<file path="src/design/ritoa_pkg.sv">
// ----------------------------------------------------------------------------
// ritoa_pkg: shared types and constants for the radix integer to ascii block
// Field widths, radix limits, ascii codes and the digit mapping helpers.
// ----------------------------------------------------------------------------
package ritoa_pkg;

  localparam int VALUE_W = 32;
  localparam int RADIX_W = 6;
  localparam int CHAR_W  = 7;
  localparam int DIGIT_W = 6;

  typedef logic [VALUE_W-1:0] value_t;
  typedef logic [RADIX_W-1:0] radix_t;
  typedef logic [CHAR_W-1:0]  char_t;
  typedef logic [DIGIT_W-1:0] digit_t;

  localparam radix_t RADIX_MIN     = 6'd2;
  localparam radix_t RADIX_MAX     = 6'd36;
  localparam digit_t DECIMAL_LIMIT = 6'd10;
  localparam char_t  CHAR_ZERO     = 7'h30;
  localparam char_t  CHAR_LOWER_A  = 7'h61;

  function automatic radix_t sat_radix(radix_t r);
    radix_t res;
    if (r inside {[RADIX_MIN:RADIX_MAX]}) begin
      res = r;
    end else if (r < RADIX_MIN) begin
      res = RADIX_MIN;
    end else begin
      res = RADIX_MAX;
    end
    return res;
  endfunction

  function automatic char_t digit_to_ascii(digit_t d);
    char_t res;
    if (d < DECIMAL_LIMIT) begin
      res = CHAR_ZERO + {1'b0, d};
    end else begin
      res = CHAR_LOWER_A + {1'b0, d - DECIMAL_LIMIT};
    end
    return res;
  endfunction

endpackage

</file>
<file path="src/design/radix_integer_to_ascii_top.sv">
// ----------------------------------------------------------------------------
// radix_integer_to_ascii_top: unsigned integer to ascii digits in radix 2..36
// Converts one value per input beat into a string of digit characters.
// ----------------------------------------------------------------------------
// Usage:
//   The input channel takes value_i and radix_i; radix is clamped to 2..36.
//   The output channel returns one beat per digit character, most significant
//   first, with last_digit_o set on the least significant character.
//   A value of zero gives the single character '0'.
//   Digits come from a restoring divider, one quotient bit per cycle, shared
//   over all digits: each digit is one full division of the running quotient
//   by the radix. Characters are then read back from the digit store, one at
//   a time, through a read state and a send state.
//   in_stall_o stays high from acceptance until the last character is taken.
//   A stall on the output holds the current character and pauses the readout.
//   Reset returns the block to idle with no output beat pending.
// ----------------------------------------------------------------------------
module radix_integer_to_ascii_top #(
  parameter int VALUE_BITS = 32
) (
  input  logic              clk_i,
  input  logic              rst_ni,
  input  logic              in_valid_i,
  output logic              in_stall_o,
  input  ritoa_pkg::value_t value_i,
  input  ritoa_pkg::radix_t radix_i,
  output logic              out_valid_o,
  input  logic              out_stall_i,
  output ritoa_pkg::char_t  char_code_o,
  output logic              last_digit_o
);
  import ritoa_pkg::*;

  localparam int IDXW  = $clog2(VALUE_BITS);
  localparam int CNTW  = $clog2(VALUE_BITS + 1);
  localparam int LOADW = (VALUE_BITS < VALUE_W) ? VALUE_BITS : VALUE_W;

  typedef logic [VALUE_BITS-1:0] quot_t;

  localparam logic [1:0] ST_IDLE = 2'd0;
  localparam logic [1:0] ST_DIV  = 2'd1;
  localparam logic [1:0] ST_READ = 2'd2;
  localparam logic [1:0] ST_SEND = 2'd3;

  logic [1:0]      state_q, state_d;
  quot_t           quot_q, quot_d;
  digit_t          rem_q, rem_d;
  radix_t          radix_q, radix_d;
  logic [IDXW-1:0] bit_cnt_q, bit_cnt_d;
  logic [CNTW-1:0] cnt_q, cnt_d;
  logic [IDXW-1:0] idx_q, idx_d;
  logic            mem_we;

  logic [DIGIT_W:0] trial;
  logic [DIGIT_W:0] diff;
  logic             ge;
  digit_t           rem_next;
  quot_t            quot_next;
  logic             bit_last;

  digit_t digit_mem [VALUE_BITS];
  digit_t rd_data_q;

  // shared divide step: one quotient bit per cycle
  always_comb begin
    trial     = {rem_q, quot_q[VALUE_BITS-1]};
    diff      = trial - {1'b0, radix_q};
    ge        = trial >= {1'b0, radix_q};
    rem_next  = ge ? diff[DIGIT_W-1:0] : trial[DIGIT_W-1:0];
    quot_next = {quot_q[VALUE_BITS-2:0], ge};
    bit_last  = bit_cnt_q == IDXW'(VALUE_BITS - 1);
  end

  always_comb begin
    state_d   = state_q;
    quot_d    = quot_q;
    rem_d     = rem_q;
    radix_d   = radix_q;
    bit_cnt_d = bit_cnt_q;
    cnt_d     = cnt_q;
    idx_d     = idx_q;
    mem_we    = 1'b0;
    case (state_q)
      ST_IDLE: begin
        if (in_valid_i) begin
          quot_d    = quot_t'(value_i[LOADW-1:0]);
          radix_d   = sat_radix(radix_i);
          rem_d     = '0;
          bit_cnt_d = '0;
          cnt_d     = '0;
          state_d   = ST_DIV;
        end
      end
      ST_DIV: begin
        quot_d    = quot_next;
        rem_d     = rem_next;
        bit_cnt_d = IDXW'(bit_cnt_q + 1'b1);
        if (bit_last) begin
          mem_we    = 1'b1;
          bit_cnt_d = '0;
          rem_d     = '0;
          cnt_d     = CNTW'(cnt_q + 1'b1);
          if (quot_next == '0 || cnt_q == CNTW'(VALUE_BITS - 1)) begin
            idx_d   = cnt_q[IDXW-1:0];
            state_d = ST_READ;
          end
        end
      end
      ST_READ: begin
        state_d = ST_SEND;
      end
      ST_SEND: begin
        if (!out_stall_i) begin
          if (idx_q == '0) begin
            state_d = ST_IDLE;
          end else begin
            idx_d   = IDXW'(idx_q - 1'b1);
            state_d = ST_READ;
          end
        end
      end
      default: begin
        state_d = ST_IDLE;
      end
    endcase
  end

  always_ff @(posedge clk_i or negedge rst_ni) begin
    if (!rst_ni) begin
      state_q   <= ST_IDLE;
      bit_cnt_q <= '0;
      cnt_q     <= '0;
      idx_q     <= '0;
    end else begin
      state_q   <= state_d;
      bit_cnt_q <= bit_cnt_d;
      cnt_q     <= cnt_d;
      idx_q     <= idx_d;
    end
  end

  always_ff @(posedge clk_i) begin
    quot_q  <= quot_d;
    rem_q   <= rem_d;
    radix_q <= radix_d;
  end

  // digit store, least significant digit at index zero
  always_ff @(posedge clk_i) begin
    if (mem_we) begin
      digit_mem[cnt_q[IDXW-1:0]] <= rem_next;
    end
    rd_data_q <= digit_mem[idx_q];
  end

  assign in_stall_o   = state_q != ST_IDLE;
  assign out_valid_o  = state_q == ST_SEND;
  assign char_code_o  = digit_to_ascii(rd_data_q);
  assign last_digit_o = idx_q == '0;

  a_rem_below_radix: assert property (@(posedge clk_i) disable iff (!rst_ni)
    (state_q == ST_DIV) |-> (rem_q < radix_q))
    else $error("partial remainder not below radix");

  a_radix_range: assert property (@(posedge clk_i) disable iff (!rst_ni)
    (state_q != ST_IDLE) |-> (radix_q >= RADIX_MIN && radix_q <= RADIX_MAX))
    else $error("radix outside clamped range");

  a_count_bound: assert property (@(posedge clk_i) disable iff (!rst_ni)
    cnt_q <= CNTW'(VALUE_BITS))
    else $error("digit count beyond store depth");

  a_last_beat_idle: assert property (@(posedge clk_i) disable iff (!rst_ni)
    (out_valid_o && !out_stall_i && last_digit_o) |=> (state_q == ST_IDLE))
    else $error("block not idle after last beat");

  a_accept_starts_div: assert property (@(posedge clk_i) disable iff (!rst_ni)
    (in_valid_i && !in_stall_o) |=> (state_q == ST_DIV && bit_cnt_q == '0))
    else $error("accepted beat did not start division");

endmodule

</file>
<file path="config.mk">
export PLATFORM = sky130hd
export DESIGN_NAME = radix_integer_to_ascii_top
export DESIGN_NICKNAME = d
export VERILOG_FILES = /design/src/design/ritoa_pkg.sv /design/src/design/radix_integer_to_ascii_top.sv
export SDC_FILE = /design/constraint.sdc
export NUM_CORES = 1
export LEC_CHECK = 0
export ABC_CLOCK_PERIOD_IN_PS = 5400
export BUFFER_PORTS_ARGS = -buffer_cell sky130_fd_sc_hd__buf_2
export CAP_MARGIN = 20
export CORE_MARGIN = 2
export CORE_UTILIZATION = 45
export CTS_CLUSTER_DIAMETER = 40
export CTS_CLUSTER_SIZE = 24
export DETAILED_ROUTE_END_ITERATION = 6
export GPL_TIMING_DRIVEN = 0
export PLACE_DENSITY = 0.61
export SLEW_MARGIN = 20
export SYNTH_ARGS = -nofsm -noshare
export SYNTH_HDL_FRONTEND = slang
export SYNTH_SLANG_ARGS = --single-unit
</file>
<file path="constraint.sdc">
create_clock -name clk_i -period 5.4 [get_ports clk_i]
set_clock_uncertainty 0.15 [all_clocks]
set_input_delay 0.27 -clock clk_i [delete_from_list [all_inputs] [get_ports clk_i]]
set_output_delay 0.27 -clock clk_i [all_outputs]
set_load 0.01 [all_outputs]
</file>
# Yosys cells after proc, flatten, opt, wreduce, memory -nomap -nowiden
# Memories as Yosys holds them, arrays and structs flattened. A register that Yosys moved wholly into a read port is not among the register bits.
# Index checks and enable logic that the tools add are counted.
totals:
  ff_bits: 62
  mem_bits_rw: 192
  input_bits: 42
  output_inout_bits: 10
  word_cells: 72
  memories: 1
op_classes:
  add_sub_neg: 7
  magnitude_cmp: 5
  n_eq_ne: 10
  muxes: 29
  reduce_logical: 13
mem_list:
  columns: ["memory", "words", "width", "rd", "rd_ports_with_merged_regs", "write_ports", "line", "text"]
  rows:
  - ["digit_mem", 32, 6, 1, 1, 1, "radix_integer_to_ascii_top.sv:61", "digit_t digit_mem [VALUE_BITS];"]
op_table:
  columns: ["operator", "count"]
  rows:
  - ["32-bit case mux with 2 select lines", 1]
  - ["6-bit two-way mux", 6]
  - ["32-bit logical NOT", 1]
  - ["32-bit two-way mux", 1]
  - ["5-bit two-way mux", 6]
  - ["6-bit case mux with 2 select lines", 2]
  - ["5-bit case mux with 2 select lines", 2]
  - ["2-bit two-way mux", 5]
  - ["2-bit != test (second input constant)", 5]
  - ["2-bit case mux with 4 select lines", 1]
  - ["6-bit by 6-bit adder with 7-bit output (first input constant)", 1]
  - ["7-bit by 6-bit adder with 7-bit output (first input constant)", 1]
  - ["7-bit by 6-bit greater-or-equal comparator with 1-bit output", 1]
  - ["7-bit two-way mux", 1]
  - ["6-bit by 1-bit adder with 6-bit output (second input constant)", 1]
  - ["6-bit by 5-bit == test with 1-bit output (second input constant)", 1]
  - ["6-bit by 2-bit greater-or-equal comparator with 1-bit output (second input constant)", 1]
  - ["6-bit <= comparator (second input constant)", 1]
  - ["6-bit by 2-bit less-than comparator with 1-bit output (second input constant)", 1]
  - ["6-bit by 4-bit less-than comparator with 1-bit output (second input constant)", 1]
  - ["2-bit nonzero test", 3]
  - ["6-bit by 4-bit subtractor with 6-bit output (second input constant)", 1]
  - ["6-bit subtractor", 1]
  - ["5-bit by 1-bit adder with 5-bit output (second input constant)", 1]
  - ["other kinds (13)", 18]

# Logic depth before layout (Yosys ltp)
logic_depth:
  ltp_word: 6
  ltp_mapped: 9
  mapped_depth_nobuf: 8

# Least setup slack after synthesis
# OpenSTA, ideal clock, no wires.
synth_path:
  path_kind: "register to register"
  start: "register rem_q[0]"
  end: "memory digit_mem[0][5] (netlist bit), data pin"
  setup_ns: 0.445
  arrival_time_ns: 2.773
  required_time_ns: 4.805
  setup_slack_ns: 2.032
  stages_incl_launch_ff: 8
  n_path_buf: 0
  path_cell_list: "edfxtp_1 -> ha_1 -> nor2b_1 -> o21ai_0 -> a21boi_0 -> o21a_1 -> o21a_1 -> nor3_1"
synth_between:
  elab_chain_len: 2
  elab_cells_between_ends: 3
  cone_classes: "add/sub (1); order compare (1); mux (1)"
synth_lines:
  columns: ["item", "line", "text"]
  rows:
  - ["start: declaration", "radix_integer_to_ascii_top.sv:47", "digit_t rem_q, rem_d;"]
  - ["start signal: assignment", "radix_integer_to_ascii_top.sv:144", "rem_q <= rem_d;"]
  - ["6-bit subtractor or 7-bit by 6-bit greater-or-equal comparator with 1-bit output (tied branches)", "radix_integer_to_ascii_top.sv:67, radix_integer_to_ascii_top.sv:68", null]
  - ["6-bit two-way mux *", "radix_integer_to_ascii_top.sv:69", "rem_next = ge ? diff[DIGIT_W-1:0] : trial[DIGIT_W-1:0];"]
  - ["named net rem_next[5]", "radix_integer_to_ascii_top.sv:57", "digit_t rem_next;"]
  - ["end: declaration", "radix_integer_to_ascii_top.sv:61", null]
# Mark *: on every way through the listed nets, which the timed path passes. The rest lies on a longest branch.

# Worst setup path in the final report
layout_path:
  start: "register rem_q[4]"
  end: "memory digit_mem[26][0] (netlist bit), data pin"
layout_between:
  elab_chain_len: 2
layout_lines:
  columns: ["item", "line", "text"]
  rows:
  - ["7-bit by 6-bit greater-or-equal comparator with 1-bit output", "radix_integer_to_ascii_top.sv:68", "ge = trial >= {1'b0, radix_q};"]
  - ["6-bit two-way mux", "radix_integer_to_ascii_top.sv:69", null]
  - ["named net rem_next[0]", "radix_integer_to_ascii_top.sv:57", null]
# The timed path passes the listed nets, and every way through them passes these cells.

==> results.md <==
- Initial Util: 0.456
- Initial antenna violation count: 0
- # nets final: roughly 900
- Count leader, synth: edfxtp_1
- Crit path max-delay family: buffers and inverters
- Routed wire length: 23400 µm
- Crit path buf inv count: 2
- Number of synthesized flops with an enable pin: 236
- Relative slew slack: 0.333
- CP max-delay cell: clkbuf_1
- Gr ovfl total: 0
- Critical Path End Type: flop
- Post-Synthesis Net Count: 765
- Core area: 24200 µm²
- #FFs+latches synth: 260
- DR vias: 6390
- GR Util met1: 0.251
- Mapped Avg Cell Area: 15.7 µm²
- Critical Path Start Type: flop
- Critical-path maximum fanout: 17
- Clock slew at reported path FFs: 0.06 ns
- Die Ht: 161 µm
- Initial drt markers: 626
- Asr flop ratio synth: 0.0692
- Slew @ Worst Pin: 0.996 ns
- Crit-path max cell delay: 0.70 ns
- Largest net degree at the start of global routing: 39
- Fin. Hold Viols: 0
- Fillers: 1906
- DP HPWL: 16000 µm
- Max Slew Vio Count: 0
- Critical path class: reg2reg
- Period utilization: 0.655
- Post-synth top flop: edfxtp_1
- Critical path arrival: 3.75 ns
- Post_cts resized: 0
- Share of cells above drive strength 1: 0.236
- RSZ-0062 raised after global routing: no
- MaxCap Viol Count: 0
- CTS buffer count: 35
- Hold WC Path Type: in2async
- PD cells: around 600 nW/µm²
- Fin area: 13500 µm²
- Area Growth Syn to Fin: 22.3%
- Post-synth top area cell: edfxtp_1
- DR pass1 iterations: 4
- Mapped cell area: roughly 11000 µm²
- Std cell rows: 57
- Total GRT Usage: 0.189
- Root buffer cell: clkbuf_16
- Setup TNS: 0 ns
- Post-CTS setup buffer count: 0
- P_leak: 4.75 nW
- Grt peak-use layer: met2
- Vias in the first global route: between 6000 and 7000
- RePlAce Congestion: between 0.8 and 0.9
- Register area share after synthesis: 0.693
- Antenna cells: 0
- Synth warnings: 0
- Routed len/inst: 19.6 µm
- Max Fclk: 0.283 GHz
- Data required, critical path: between 5 and 6 ns
- GRT met2 Usage: 0.324
- Top post-synthesis cells by area: edfxtp_1, mux4_2, nand2_1
- CTS Sinks: 260
- Hold_buf cts: 43
- Die area: 25800 µm²
- Status: finished clean
- Netlist cell types: 49
- DP Area: 11900 µm²
- Clk buf depth: 3
- Vias per inst: ~5.4
- First-pass GRT wire length: 37100 µm
- Top post-synthesis cells by count: edfxtp_1, nand2_1, mux4_2
- Routed Antenna Nets: 0
- Crit path cell chain: ha_1, a211oi_1, nand2_1, a41oi_1, clkbuf_1, mux2i_4, buf_8
- CTS tree: built
- Met3 Track Usage GR: 0.0351
- Synth top area share: 0.641
- Period minus WS final: 3.54 ns
- Peak supply drop: approximately 330 µV
- CTS H-tree lvls: 2
- Post-Synthesis Cells: 704
- Port Buf Inserts: 51
- Number of I/O pins: between 50 and 60
- Die width: 161 µm
- Clk Latency, worst-skew pair: a little over 0.5 ns
- Final setup fails: 0
- Drc violations: 0
==> registers in the layout (all words and copies together), names as in the netlist <==
name	cells
rd_data_q	6
cnt_q	6
bit_cnt_q	5
rem_q	6
idx_q	5
quot_q	32
digit_mem	192
state_q	2
radix_q	6
==> logic make-up after synthesis <==
logic type | synth area share
flip-flops | 0.693
AND/OR/NAND/NOR | 0.0931
multiplexers | 0.131
AO/OA/AOI/OAI | 0.0303
buffers and inverters | 0.0200
adder cells (fa/ha/maj) | 0.0222
XOR/XNOR | 0.0103
==> metal layers <==
| metal | routed length [µm] | up-vias |
|---|---|---|
| li1 | - | 2970 |
| met1 | 10000 | 3191 |
| met2 | 11700 | 187 |
| met3 | 1250 | 42 |
| met4 | 459 | 0 |
| met5 | 0 | - |
==> where the power goes <==
part,total (W),internal [W],switching (W),leakage (nW)
Clock,0.00228,0.00136,0.000917,0.569
Combinational,0.00266,0.00112,0.00153,1.75
Sequential,0.00312,0.00297,0.000149,2.43
==> worst paths after layout <==
check	from	end	slack (ns)	cells past startpoint
max	rem_q[4]$_SDFFCE_PP0P_	digit_mem[26][0]$_DFFE_PP_	1.86	7
max in group asynchronous	rst_ni	cnt_q[2]$_DFFE_PN0P_	4.68	2
min	rst_ni	state_q[0]$_DFFE_PN0P_	0.1	2
min in group clk_i	bit_cnt_q[3]$_DFFE_PN0P_	bit_cnt_q[3]$_DFFE_PN0P_	0.34	1
min reg2reg	bit_cnt_q[3]$_DFFE_PN0P_	bit_cnt_q[3]$_DFFE_PN0P_	0.34	1
max reg2reg	rem_q[4]$_SDFFCE_PP0P_	digit_mem[26][0]$_DFFE_PP_	1.86	7
==> worst register-to-register path, cell delays in order, from the launching register on <==
cell,delay (ns)
edfxtp_1,0.41
ha_1,0.37
a211oi_1,0.28
nand2_1,0.08
a41oi_1,0.49
clkbuf_1,0.71
mux2i_4,0.65
buf_8,0.24
==> metrics by stage <==
stage / total power [W] / instances / utilization / setup slack, ns / hold WS, ns
floorplan: 0.00473 / 704 / - / 2.03 / -0.176
global placement: 0.00548 / 1079 / 0.483 / 0.00162 / 0.0666
detailed placement: 0.00581 / 1086 / 0.490 / 1.85 / 0.0932
CTS: 0.00813 / 1193 / 0.557 / 1.83 / 0.0872
global route: 0.00846 / 1193 / 0.557 / 1.58 / 0.128
finish: 0.00805 / 1193 / 0.557 / 1.86 / 0.0964
==> layout by cell type (no fill, tap or decap), types with 3 or more instances in the layout <==
master         count
edfxtp_1         236
nand2_1          129
mux4_2            60
buf_2             54
nor2_1            51
dlygate4sd3_1     43
clkbuf_16         36
clkbuf_1          24
inv_1             20
ha_1              18
dfrtp_1           18
o21ai_0           16
a21oi_1           10
nor4_1            10
inv_6              9
and2_1             7
buf_4              7
mux2_2             7
xnor2_1            7
nor2b_1            7
nand3_1            7
xor2_1             6
dfxtp_1            6
nand2b_1           5
o21a_1             4
a31oi_1            4
clkinvlp_4         4
clkinv_8           4
or2_2              3
o21ai_4            3
nand4_1            3
clkinv_1           3
clkinv_4           3
buf_8              3
==> layout make-up <==
class                           instances  area, µm²  share of cell area
Clock inverter                         27        288              0.0213
Timing Repair Buffer                  101        801              0.0592
Multi-Input combinational cell        391       3240               0.240
Tap cell                              324        405              0.0300
Inverter                               21       78.8             0.00583
Clock buffer                           37        905              0.0669
Buffer                                 32        143              0.0106
Sequential cell                       260       7660               0.567
No activity file was read; power rests on OpenSTA's default activity.
